### src/sv/tsd_pkg.sv
package tsd_pkg;

  localparam int CHANNELS    = 64;
  localparam int ADDR_W      = (CHANNELS > 1) ? $clog2(CHANNELS) : 1;
  localparam int CH_W        = 6;
  localparam int SAMPLE_W    = 16;
  localparam int AMP_W       = 15;
  localparam int CNT_W       = 13;
  localparam int GCH_W       = 10;
  localparam int BLIND_W     = 12;
  localparam int DET_W       = 11;
  localparam int GRP_W       = 4;
  localparam int QUEUE_DEPTH = 4;
  localparam int QPTR_W      = $clog2(QUEUE_DEPTH);

  localparam logic [BLIND_W-1:0] BLIND_RESET = BLIND_W'(40);
  localparam logic [DET_W-1:0]   DET_RESET   = DET_W'(10);
  localparam logic [GRP_W-1:0]   GRP_RESET   = '0;
  localparam logic [AMP_W-1:0]   AMP_MAX     = '1;

  // input kinds (tuser)
  localparam logic OP_SAMPLE = 1'b0;
  localparam logic OP_LOAD   = 1'b1;

  // register indexes on the APB port
  localparam logic [1:0] REG_BLIND  = 2'd0;
  localparam logic [1:0] REG_DETECT = 2'd1;
  localparam logic [1:0] REG_GROUP  = 2'd2;

  typedef struct packed {
    logic [BLIND_W-1:0] blind;
    logic [DET_W-1:0]   detect;
    logic [GRP_W-1:0]   group;
  } cfg_t;

  // classified request: value is the clipped negated sample or the new threshold
  typedef struct packed {
    logic             is_load;
    logic [CH_W-1:0]  channel;
    logic [AMP_W-1:0] value;
  } item_t;

  typedef struct packed {
    logic signed [CNT_W-1:0] counter;
    logic [AMP_W-1:0]        peak;
    logic [AMP_W-1:0]        threshold;
  } entry_t;

  localparam int ENTRY_W = $bits(entry_t);

  localparam entry_t ENTRY_RESET = '{
    counter:   CNT_W'(BLIND_RESET),
    peak:      '0,
    threshold: AMP_MAX
  };

endpackage

### src/sv/tsd_ram.sv
module tsd_ram #(
  parameter int WIDTH = 8,
  parameter int DEPTH = 16
) (
  input  logic                                  clk,
  input  logic                                  wr_en,
  input  logic [(DEPTH > 1 ? $clog2(DEPTH) : 1)-1:0] wr_addr,
  input  logic [WIDTH-1:0]                      wr_data,
  input  logic                                  rd_en,
  input  logic [(DEPTH > 1 ? $clog2(DEPTH) : 1)-1:0] rd_addr,
  output logic [WIDTH-1:0]                      rd_data
);

  logic [WIDTH-1:0] mem [DEPTH];

  // read returns the old word on a same-address write
  always_ff @(posedge clk) begin
    if (wr_en) begin
      mem[wr_addr] <= wr_data;
    end
    if (rd_en) begin
      rd_data <= mem[rd_addr];
    end
  end

endmodule

### src/sv/tsd_front.sv
module tsd_front (
  input  logic                          in_valid,
  input  logic                          in_op,
  input  logic [tsd_pkg::CH_W-1:0]      in_channel,
  input  logic signed [tsd_pkg::SAMPLE_W-1:0] in_sample,
  input  logic [tsd_pkg::AMP_W-1:0]     in_threshold,
  input  logic                          queue_full,
  output logic                          in_ready,
  output logic                          push,
  output tsd_pkg::item_t                push_item
);

  logic                         in_range;
  logic [tsd_pkg::AMP_W-1:0]    mag;
  logic signed [tsd_pkg::SAMPLE_W-1:0] neg;

  // negated sample clipped to the positive range; non-positive values
  // can never beat a threshold or a peak, so they map to zero
  always_comb begin
    neg = -in_sample;
    if (in_sample == {1'b1, {(tsd_pkg::SAMPLE_W-1){1'b0}}}) begin
      mag = tsd_pkg::AMP_MAX;
    end else if (in_sample[tsd_pkg::SAMPLE_W-1]) begin
      mag = neg[tsd_pkg::AMP_W-1:0];
    end else begin
      mag = '0;
    end
  end

  assign in_range = 32'(in_channel) < tsd_pkg::CHANNELS;
  assign in_ready = !queue_full;
  assign push     = in_valid && !queue_full && in_range;

  always_comb begin
    push_item.is_load = (in_op == tsd_pkg::OP_LOAD);
    push_item.channel = in_channel;
    push_item.value   = (in_op == tsd_pkg::OP_LOAD) ? in_threshold : mag;
  end

endmodule

### src/sv/tsd_queue.sv
module tsd_queue (
  input  logic           clk,
  input  logic           rst,
  input  logic           push,
  input  tsd_pkg::item_t push_item,
  output logic           full,
  input  logic           pop,
  output logic           empty,
  output tsd_pkg::item_t head
);

  tsd_pkg::item_t              slots [tsd_pkg::QUEUE_DEPTH];
  logic [tsd_pkg::QPTR_W-1:0]  wr_ptr;
  logic [tsd_pkg::QPTR_W-1:0]  rd_ptr;
  logic [tsd_pkg::QPTR_W:0]    count;

  assign full  = (count == (tsd_pkg::QPTR_W+1)'(tsd_pkg::QUEUE_DEPTH));
  assign empty = (count == '0);
  assign head  = slots[rd_ptr];

  always_ff @(posedge clk) begin
    if (push) begin
      slots[wr_ptr] <= push_item;
    end
  end

  always_ff @(posedge clk) begin
    if (rst) begin
      wr_ptr <= '0;
      rd_ptr <= '0;
      count  <= '0;
    end else begin
      if (push) begin
        wr_ptr <= wr_ptr + 1'b1;
      end
      if (pop) begin
        rd_ptr <= rd_ptr + 1'b1;
      end
      if (push && !pop) begin
        count <= count + 1'b1;
      end else if (pop && !push) begin
        count <= count - 1'b1;
      end
    end
  end

endmodule

### src/sv/tsd_back.sv
module tsd_back (
  input  logic                        clk,
  input  logic                        rst,
  input  tsd_pkg::cfg_t               cfg,
  input  logic                        queue_empty,
  input  tsd_pkg::item_t              head,
  output logic                        pop,
  output logic                        out_valid,
  input  logic                        out_ready,
  output logic [tsd_pkg::GCH_W-1:0]   out_channel,
  output logic [tsd_pkg::AMP_W-1:0]   out_peak
);

  logic                          advance;
  logic                          e_valid;
  tsd_pkg::item_t                e_item;
  logic [tsd_pkg::ADDR_W-1:0]    e_addr;
  logic [tsd_pkg::ADDR_W-1:0]    head_addr;
  logic [tsd_pkg::ENTRY_W-1:0]   rd_word;
  logic [tsd_pkg::CHANNELS-1:0]  entry_valid;
  logic                          fwd_hit;
  tsd_pkg::entry_t               fwd_entry;
  tsd_pkg::entry_t               cur;
  tsd_pkg::entry_t               upd;
  logic                          spike;
  logic signed [tsd_pkg::CNT_W-1:0] cnt_inc;
  logic signed [tsd_pkg::CNT_W-1:0] onset_cnt;
  logic signed [tsd_pkg::CNT_W-1:0] blind_cnt;

  assign advance   = !out_valid || out_ready;
  assign pop       = advance && !queue_empty;
  assign head_addr = head.channel[tsd_pkg::ADDR_W-1:0];
  assign e_addr    = e_item.channel[tsd_pkg::ADDR_W-1:0];

  tsd_ram #(
    .WIDTH (tsd_pkg::ENTRY_W),
    .DEPTH (tsd_pkg::CHANNELS)
  ) u_state_ram (
    .clk     (clk),
    .wr_en   (advance && e_valid),
    .wr_addr (e_addr),
    .wr_data (upd),
    .rd_en   (pop),
    .rd_addr (head_addr),
    .rd_data (rd_word)
  );

  // current entry: bypass from the write that raced our read, else RAM,
  // else reset contents for an entry never written
  always_comb begin
    if (fwd_hit) begin
      cur = fwd_entry;
    end else if (entry_valid[e_addr]) begin
      cur = tsd_pkg::entry_t'(rd_word);
    end else begin
      cur = tsd_pkg::ENTRY_RESET;
    end
  end

  assign cnt_inc   = cur.counter + 1'b1;
  assign onset_cnt = -tsd_pkg::CNT_W'(cfg.detect);
  assign blind_cnt = (cfg.blind > tsd_pkg::BLIND_W'(cfg.detect))
                   ? tsd_pkg::CNT_W'(cfg.blind - tsd_pkg::BLIND_W'(cfg.detect))
                   : '0;

  // phase update (a load only sets the threshold): blind (>0), armed (==0), onset (<0)
  always_comb begin
    upd   = cur;
    spike = 1'b0;
    if (e_item.is_load) begin
      upd.threshold = e_item.value;
    end else if (cur.counter > 0) begin
      upd.counter = cur.counter - 1'b1;
    end else if (cur.counter == 0) begin
      if (e_item.value > cur.threshold) begin
        upd.counter = onset_cnt;
        upd.peak    = e_item.value;
      end
    end else if (e_item.value > cur.peak) begin
      upd.counter = onset_cnt;
      upd.peak    = e_item.value;
    end else if (cnt_inc != 0) begin
      upd.counter = cnt_inc;
    end else begin
      upd.counter = blind_cnt;
      spike       = 1'b1;
    end
  end

  always_ff @(posedge clk) begin
    if (advance) begin
      e_item    <= head;
      fwd_hit   <= e_valid && !queue_empty && (head_addr == e_addr);
      fwd_entry <= upd;
      out_channel <= tsd_pkg::GCH_W'(32'(cfg.group) * tsd_pkg::CHANNELS)
                   + tsd_pkg::GCH_W'(e_item.channel);
      out_peak    <= cur.peak;
    end
  end

  always_ff @(posedge clk) begin
    if (rst) begin
      e_valid     <= 1'b0;
      out_valid   <= 1'b0;
      entry_valid <= '0;
    end else if (advance) begin
      e_valid   <= !queue_empty;
      out_valid <= e_valid && spike;
      if (e_valid) begin
        entry_valid[e_addr] <= 1'b1;
      end
    end
  end

endmodule

### src/sv/threshold_spike_detector_top.sv
// Channel   Dir  Handshake                Payload
// s_        in   s_tvalid / s_tready      s_tuser: operation; s_tdata: channel, sample,
//                                         threshold_value
// m_        out  m_tvalid / m_tready      m_tdata: global_channel, peak_amplitude
// APB cfg   in   psel & penable & pwrite  blind_samples @0, detect_samples @4, group_index @8
//
// One request per clock sustained while m_ accepts; the per-channel state
// RAM is read and written once per cycle, a bypass register covering
// back-to-back hits. A result passes the queue, the lookup stage and the
// output register, and is held back while an earlier result waits on m_.
// Synchronous reset clears control and the 64 per-channel valid flags at
// once; no clearing pass, the block takes requests from the first cycle.
// A stalled m_ side freezes the back stage only; the 4-deep queue keeps
// s_tready high until it fills.
module threshold_spike_detector_top (
  input  logic        clk,
  input  logic        rst,
  // stream in
  input  logic        s_tvalid,
  output logic        s_tready,
  input  logic [39:0] s_tdata,   // [5:0] channel, [21:6] sample, [36:22] threshold_value
  input  logic [0:0]  s_tuser,   // [0] operation
  // stream out
  output logic        m_tvalid,
  input  logic        m_tready,
  output logic [31:0] m_tdata,   // [9:0] global_channel, [24:10] peak_amplitude
  // APB config
  input  logic        psel,
  input  logic        penable,
  input  logic        pwrite,
  input  logic [3:0]  paddr,
  input  logic [31:0] pwdata,
  output logic [31:0] prdata,
  output logic        pready
);

  tsd_pkg::cfg_t   cfg;
  logic            cfg_wr;
  logic            queue_full;
  logic            queue_empty;
  logic            push;
  logic            pop;
  tsd_pkg::item_t  push_item;
  tsd_pkg::item_t  head;
  logic [tsd_pkg::GCH_W-1:0] out_channel;
  logic [tsd_pkg::AMP_W-1:0] out_peak;

  // ---- config registers; to be written only while idle (the block does not enforce this), so no shadowing ----
  assign pready = 1'b1;
  assign cfg_wr = psel && penable && pwrite;

  always_ff @(posedge clk) begin
    if (rst) begin
      cfg.blind  <= tsd_pkg::BLIND_RESET;
      cfg.detect <= tsd_pkg::DET_RESET;
      cfg.group  <= tsd_pkg::GRP_RESET;
    end else if (cfg_wr) begin
      unique case (paddr[3:2])
        tsd_pkg::REG_BLIND:  cfg.blind  <= pwdata[tsd_pkg::BLIND_W-1:0];
        tsd_pkg::REG_DETECT: cfg.detect <= pwdata[tsd_pkg::DET_W-1:0];
        tsd_pkg::REG_GROUP:  cfg.group  <= pwdata[tsd_pkg::GRP_W-1:0];
        default: ;  // unmapped: ignored
      endcase
    end
  end

  always_comb begin
    unique case (paddr[3:2])
      tsd_pkg::REG_BLIND:  prdata = 32'(cfg.blind);
      tsd_pkg::REG_DETECT: prdata = 32'(cfg.detect);
      tsd_pkg::REG_GROUP:  prdata = 32'(cfg.group);
      default:             prdata = '0;
    endcase
  end

  // ---- front: negate, clip and classify ----
  tsd_front u_front (
    .in_valid     (s_tvalid),
    .in_op        (s_tuser[0]),
    .in_channel   (s_tdata[5:0]),
    .in_sample    (s_tdata[21:6]),
    .in_threshold (s_tdata[36:22]),
    .queue_full   (queue_full),
    .in_ready     (s_tready),
    .push         (push),
    .push_item    (push_item)
  );

  // ---- decoupling queue ----
  tsd_queue u_queue (
    .clk       (clk),
    .rst       (rst),
    .push      (push),
    .push_item (push_item),
    .full      (queue_full),
    .pop       (pop),
    .empty     (queue_empty),
    .head      (head)
  );

  // ---- back: per-channel phase tracking and spike report ----
  tsd_back u_back (
    .clk         (clk),
    .rst         (rst),
    .cfg         (cfg),
    .queue_empty (queue_empty),
    .head        (head),
    .pop         (pop),
    .out_valid   (m_tvalid),
    .out_ready   (m_tready),
    .out_channel (out_channel),
    .out_peak    (out_peak)
  );

  assign m_tdata = {7'b0, out_peak, out_channel};

endmodule

### config.mk
export PLATFORM = sky130hd
export DESIGN_NAME = threshold_spike_detector_top
export DESIGN_NICKNAME = d
export VERILOG_FILES = /design/src/sv/tsd_pkg.sv /design/src/sv/tsd_ram.sv /design/src/sv/tsd_front.sv /design/src/sv/tsd_queue.sv /design/src/sv/tsd_back.sv /design/src/sv/threshold_spike_detector_top.sv
export SDC_FILE = /design/constraint.sdc
export NUM_CORES = 2
export LEC_CHECK = 0
export ABC_AREA = 0
export ABC_CLOCK_PERIOD_IN_PS = 10800
export BUFFER_PORTS_ARGS = -buffer_cell sky130_fd_sc_hd__buf_4
export CAP_MARGIN = 20
export CORE_MARGIN = 5
export CORE_UTILIZATION = 45
export CTS_CLUSTER_SIZE = 28
export DETAILED_ROUTE_END_ITERATION = 8
export GPL_ROUTABILITY_DRIVEN = 0
export PLACE_DENSITY = 0.7
export SYNTH_ARGS = -nofsm -noshare
export SYNTH_HDL_FRONTEND = slang
export SYNTH_SLANG_ARGS = --single-unit
### constraint.sdc
create_clock -name clk -period 10.8 [get_ports clk]
set_input_delay 1.62 -clock clk [delete_from_list [all_inputs] [get_ports clk]]
set_output_delay 1.62 -clock clk [all_outputs]
set_load 0.005 [all_outputs]
==> impl_metrics.py <==
metrics = {
    "routing": {
        "via_per_inst": 6.20,
        "routed_wl_mm": 304,
        "routed_wire_length_per_instance_um": 31.5,
        "first_iter_violations": 8631,
        "antenna_violating_nets_post_route": 0,
        "drt_first_pass_iters": 6,
        "route.vias.total": 59800,
        "remaining_drc_errors": 0,
    },
    "timing": {
        "largest_clock_skew_in_the_final_design_ns": 0.0612,
        "setup_ws_ns": 2.85,
        "worst_hold_slack_ns": 0.464,
        "finalHoldViolCount": 0,
        "timing.max_slew.rel_slack_pct": 18.9,
        "timing_max_transition_violations_final": 0,
        "timing.final.setup_violations": 0,
        "worstMarginPinSlew_ns": 1.22,
        "setup-tns-final_ns": 0,
        "grt_setup_unrepaired": "no",
        "timing.final.crit_period_ns": 7.95,
        "timing.final.crit_share_pct": 73.6,
        "max_freq_mhz": 126,
    },
    "yosys": {
        "synth.distinct_cells": 77,
        "yosys_warnings": 0,
        "synth-seq-area-share_pct": 75.8,
        "avgSynthCellArea_um2": 21.6,
        "mappedNetlistArea_um2": 120000,
        "syn-instance-count": 5577,
        "ys_ff_latch": 3076,
        "async_reset_ff_share_pct": 0,
        "synth-edff-count": 2974,
        "yosys_most_used_dff": "edfxtp_1",
    },
    "setup_path": {
        "reg2reg_setup_slack_ns": 2.85,
        "crit_arrival_ns": 8.56,
        "timing.setup.critical_path_class": "flip-flop to flip-flop",
        "worst_r2r_startpoint": "u_back.e_addr[4]",
        "cp.depth": 20,
        "path_max_fanout": 65,
        "crit_family": "simple AND/OR/NAND/NOR gates",
        "critical_path.endpoint_type": "flip-flop",
        "worstPathRequired_ns": 11.42,
        "worst_path_largest_cell_delay_ns": 0.80,
        "cp_cell_sequence": "nand3b_1, a21oi_1, nor3_1, o22ai_1, nor2_1, nand2_1, buf_4, nand2_1, o21ai_0, ha_1, nor2b_1, nand3b_1, nor3_1, a21boi_0, mux2i_1, or4_1, nor2_2, nand4_1, a211oi_4, buf_4",
        "timing.critical_path.from_type": "flip-flop",
        "reg_to_reg_endpoint": "u_back.u_state_ram.mem[6][37]",
        "cell_type_of_the_slowest_stage_on_the_worst_timing_path": "nand3b_1",
        "worst_r2r_path_depth": 20,
        "timing.critical_path.buf_inv": 2,
    },
    "finish": {
        "utilization_pct": 51.1,
        "syn2layout_area_growth_pct": 13.3,
        "n_fill_cell": 20400,
        "final_cell_area_um2": 136000,
        "fraction_of_layout_instances_using_a_drive_strength_above_1_pct": 28.4,
        "nNetsFinal": 6001,
    },
    "power_and_ir_drop": {
        "switching_share_pct": 31.2,
        "leakagePower_nw": 43.0,
        "power.share.combinational_pct": 30.9,
        "share_clk_of_total_power_pct": 26.5,
        "power_per_cell_area_nw_per_um2": 287,
        "p_int_mw": 26.9,
        "seq_power_share_pct": 42.6,
        "power.ir.vdd_worst_uv": 319,
        "power.switching_mw": 12.2,
    },
    "clock_network": {
        "numClockSinks": 3076,
        "clock-root-buffer": "clkbuf_16",
        "post_cts_buffers": 0,
        "cts.hold.buffers_added": 0,
        "cts_tree": "yes",
        "clkLatencyLatePin_ns": 0.96,
        "ctsResizeCount": 0,
        "cts_buffers": 320,
        "cts_max_path_buffers": 4,
        "clk_pin_slew_worst_paths_ns": 0.06,
        "htreeDepth": 5,
    },
    "grt": {
        "grt_overflow": 0,
        "first_global_vias": 59400,
        "grt_pass1_wl_mm": 432,
        "grt_start_max_net_pins": 124,
        "grt_util_all_layers_pct": 21.6,
        "grt_antenna_before_repair": 14,
    },
    "job": {
        "max_cap_viol_count": 0,
    },
    "floorplanning": {
        "fp.coreArea_um2": 267000,
        "floorplan.initialDensity_pct": 45.1,
        "chipWidth_um": 527,
        "die_area_um2": 278000,
        "io_pins": 151,
        "rows": 190,
        "die_h_um": 527,
    },
    "worst_hold_path": {
        "holdCritStartpoint": "cfg[0]",
        "whs_path_depth": 0,
        "hold_path_end": "u_back.out_channel[6]",
        "min-delay-path-class": "flip-flop to flip-flop",
    },
    "placement": {
        "dpl.hpwl_mm": 154,
        "portBuffers": 97,
        "post_dp_cell_area_um2": 126000,
        "dpl_worst_slack_ns": 2.84,
    },
    "status": {
        "status": "complete, no violations",
    },
}
-- logic make-up (layout without fill, tap and decap cells) --
family	count (synthesis)	in the layout	synth area share (%)
DFF	3076	3076	75.8
muxes	1022	1022	17.8
and+or+nand+nor	663	663	2.46
buffers and inverters	386	881	1.35
AOI/OAI and AO/OA	324	324	1.60
adders and majority gates	53	53	0.563
xor gates and xnor gates	51	51	0.371
other	2	33	0.00623
-- through the flow --
stage / instances / total power, mW
5_1_grt: 9650 / 40.6
4_1_cts: 9639 / 39.2
3_5_place_dp: 9083 / 28.8
3_3_place_gp: 9080 / 28.5
6_report: 9655 / 39.2
2_1_floorplan: 5603 / 24.7
-- power groups by stage --
stage	logic [mW]	registers, mW	clock network (mW)
finish	12.1	16.7	10.4
global route	12.8	16.7	11.1
CTS	11.9	16.7	10.5
detailed placement	11.8	17.0	0
global placement	11.5	16.9	0
floorplan	7.74	17.0	0
-- sequential cells by signal (all words and copies together) (netlist names), named ones only --
register	cells
u_back.fwd_hit	1
u_queue.rd_ptr	2
u_back.out_channel	10
u_back.out_peak	15
cfg	27
u_queue.count	3
u_back.out_valid	1
u_back.e_valid	1
u_queue.slots	88
u_back.entry_valid	64
u_back.e_addr	6
u_back.e_item	16
u_back.fwd_entry	43
u_back.u_state_ram.mem	2752
u_back.u_state_ram.rd_data	43
u_queue.wr_ptr	2
-- per-layer routing --
| layer | wire length, um | part of all wire [%] | global-route usage, % | vias to the layer above |
|---|---|---|---|---|
| li1 | - | - | - | 23800 |
| met4 | 8140 | 2.7 | 5.89 | 4 |
| met3 | 33300 | 11 | 4.66 | 560 |
| met1 | 116000 | 38 | 30.3 | 31900 |
| met2 | 147000 | 48 | 34.5 | 3618 |
| met5 | 23 | 0.0076 | 0 | - |
-- cells in the mapped netlist, types with 9 or more instances --
cell | count | area share (%)
and3_1 | 11 | 0.057
o21ai_0 | 111 | 0.46
o21a_1 | 10 | 0.062
nand3b_1 | 16 | 0.10
a21o_1 | 10 | 0.062
or3_1 | 12 | 0.062
nand4_1 | 20 | 0.10
buf_2 | 18 | 0.075
nor3_1 | 21 | 0.087
inv_1 | 68 | 0.21
mux2i_1 | 71 | 0.59
mux2_2 | 53 | 0.50
buf_4 | 30 | 0.19
a21oi_1 | 115 | 0.48
edfxtp_1 | 2974 | 74
buf_1 | 80 | 0.25
nand2b_1 | 11 | 0.057
a221oi_1 | 9 | 0.065
nor4_1 | 14 | 0.073
nor2b_1 | 21 | 0.11
xor2_1 | 15 | 0.11
mux4_2 | 889 | 17
clkbuf_1 | 185 | 0.58
ha_1 | 51 | 0.53
nand2_1 | 194 | 0.60
dfxtp_1 | 102 | 1.7
nor2_1 | 284 | 0.88
xnor2_1 | 36 | 0.26
nand3_1 | 25 | 0.10
-- area by class of cell --
| class | count | area [um2] | share of cell area (%) |
|---|---|---|---|
| flip-flops and latches | 3076 | 91300 | 66.9 |
| multi-input cells | 2141 | 28400 | 20.8 |
| clock buffers | 414 | 8600 | 6.30 |
| well taps | 3552 | 4440 | 3.26 |
| repair buffers | 257 | 2280 | 1.67 |
| clock inverters | 142 | 1140 | 0.832 |
| inverters | 68 | 255 | 0.187 |
| diodes | 5 | 12.5 | 0.00917 |
-- cell usage in the layout (no fill, tap or decap), types with 8 or more instances in the layout --
| cell type | instances |
|---|---|
| a21oi_1 | 110 |
| nor4_1 | 14 |
| clkinv_1 | 62 |
| nor2b_1 | 21 |
| xnor2_1 | 36 |
| nand4_1 | 20 |
| nand3_1 | 25 |
| clkbuf_16 | 330 |
| edfxtp_1 | 2974 |
| nor2_1 | 220 |
| o21ai_4 | 15 |
| buf_12 | 20 |
| nand2_1 | 194 |
| o21a_1 | 10 |
| inv_1 | 68 |
| and3_1 | 10 |
| mux2_2 | 54 |
| buf_4 | 232 |
| a21o_1 | 10 |
| mux2_4 | 8 |
| conb_1 | 28 |
| a221oi_1 | 9 |
| dfxtp_1 | 102 |
| xor2_1 | 15 |
| or3_1 | 12 |
| clkbuf_1 | 81 |
| clkinv_2 | 46 |
| nand3b_1 | 16 |
| mux2i_1 | 71 |
| mux4_2 | 883 |
| nor3_1 | 18 |
| o21ai_0 | 97 |
| nand2b_1 | 10 |
| ha_1 | 51 |
| nor2_4 | 63 |
| bufinv_16 | 17 |
-- worst max-delay path by stage --
stage                startpoint                        endpoint  slack (ns)
6_report       u_back.e_addr[4]   u_back.u_state_ram.mem[6][37]        2.85
5_1_grt        u_back.e_addr[4]  u_back.u_state_ram.mem[51][38]        2.28
4_1_cts        u_back.e_addr[2]  u_back.u_state_ram.mem[55][38]        2.81
2_1_floorplan  u_back.e_addr[0]            u_back.fwd_entry[37]        2.44
3_3_place_gp   u_back.e_addr[2]  u_back.u_state_ram.mem[20][18]        2.92
3_5_place_dp   u_back.e_addr[2]   u_back.u_state_ram.mem[2][38]        2.84
Note: power is estimated with default switching activity, not from simulation.
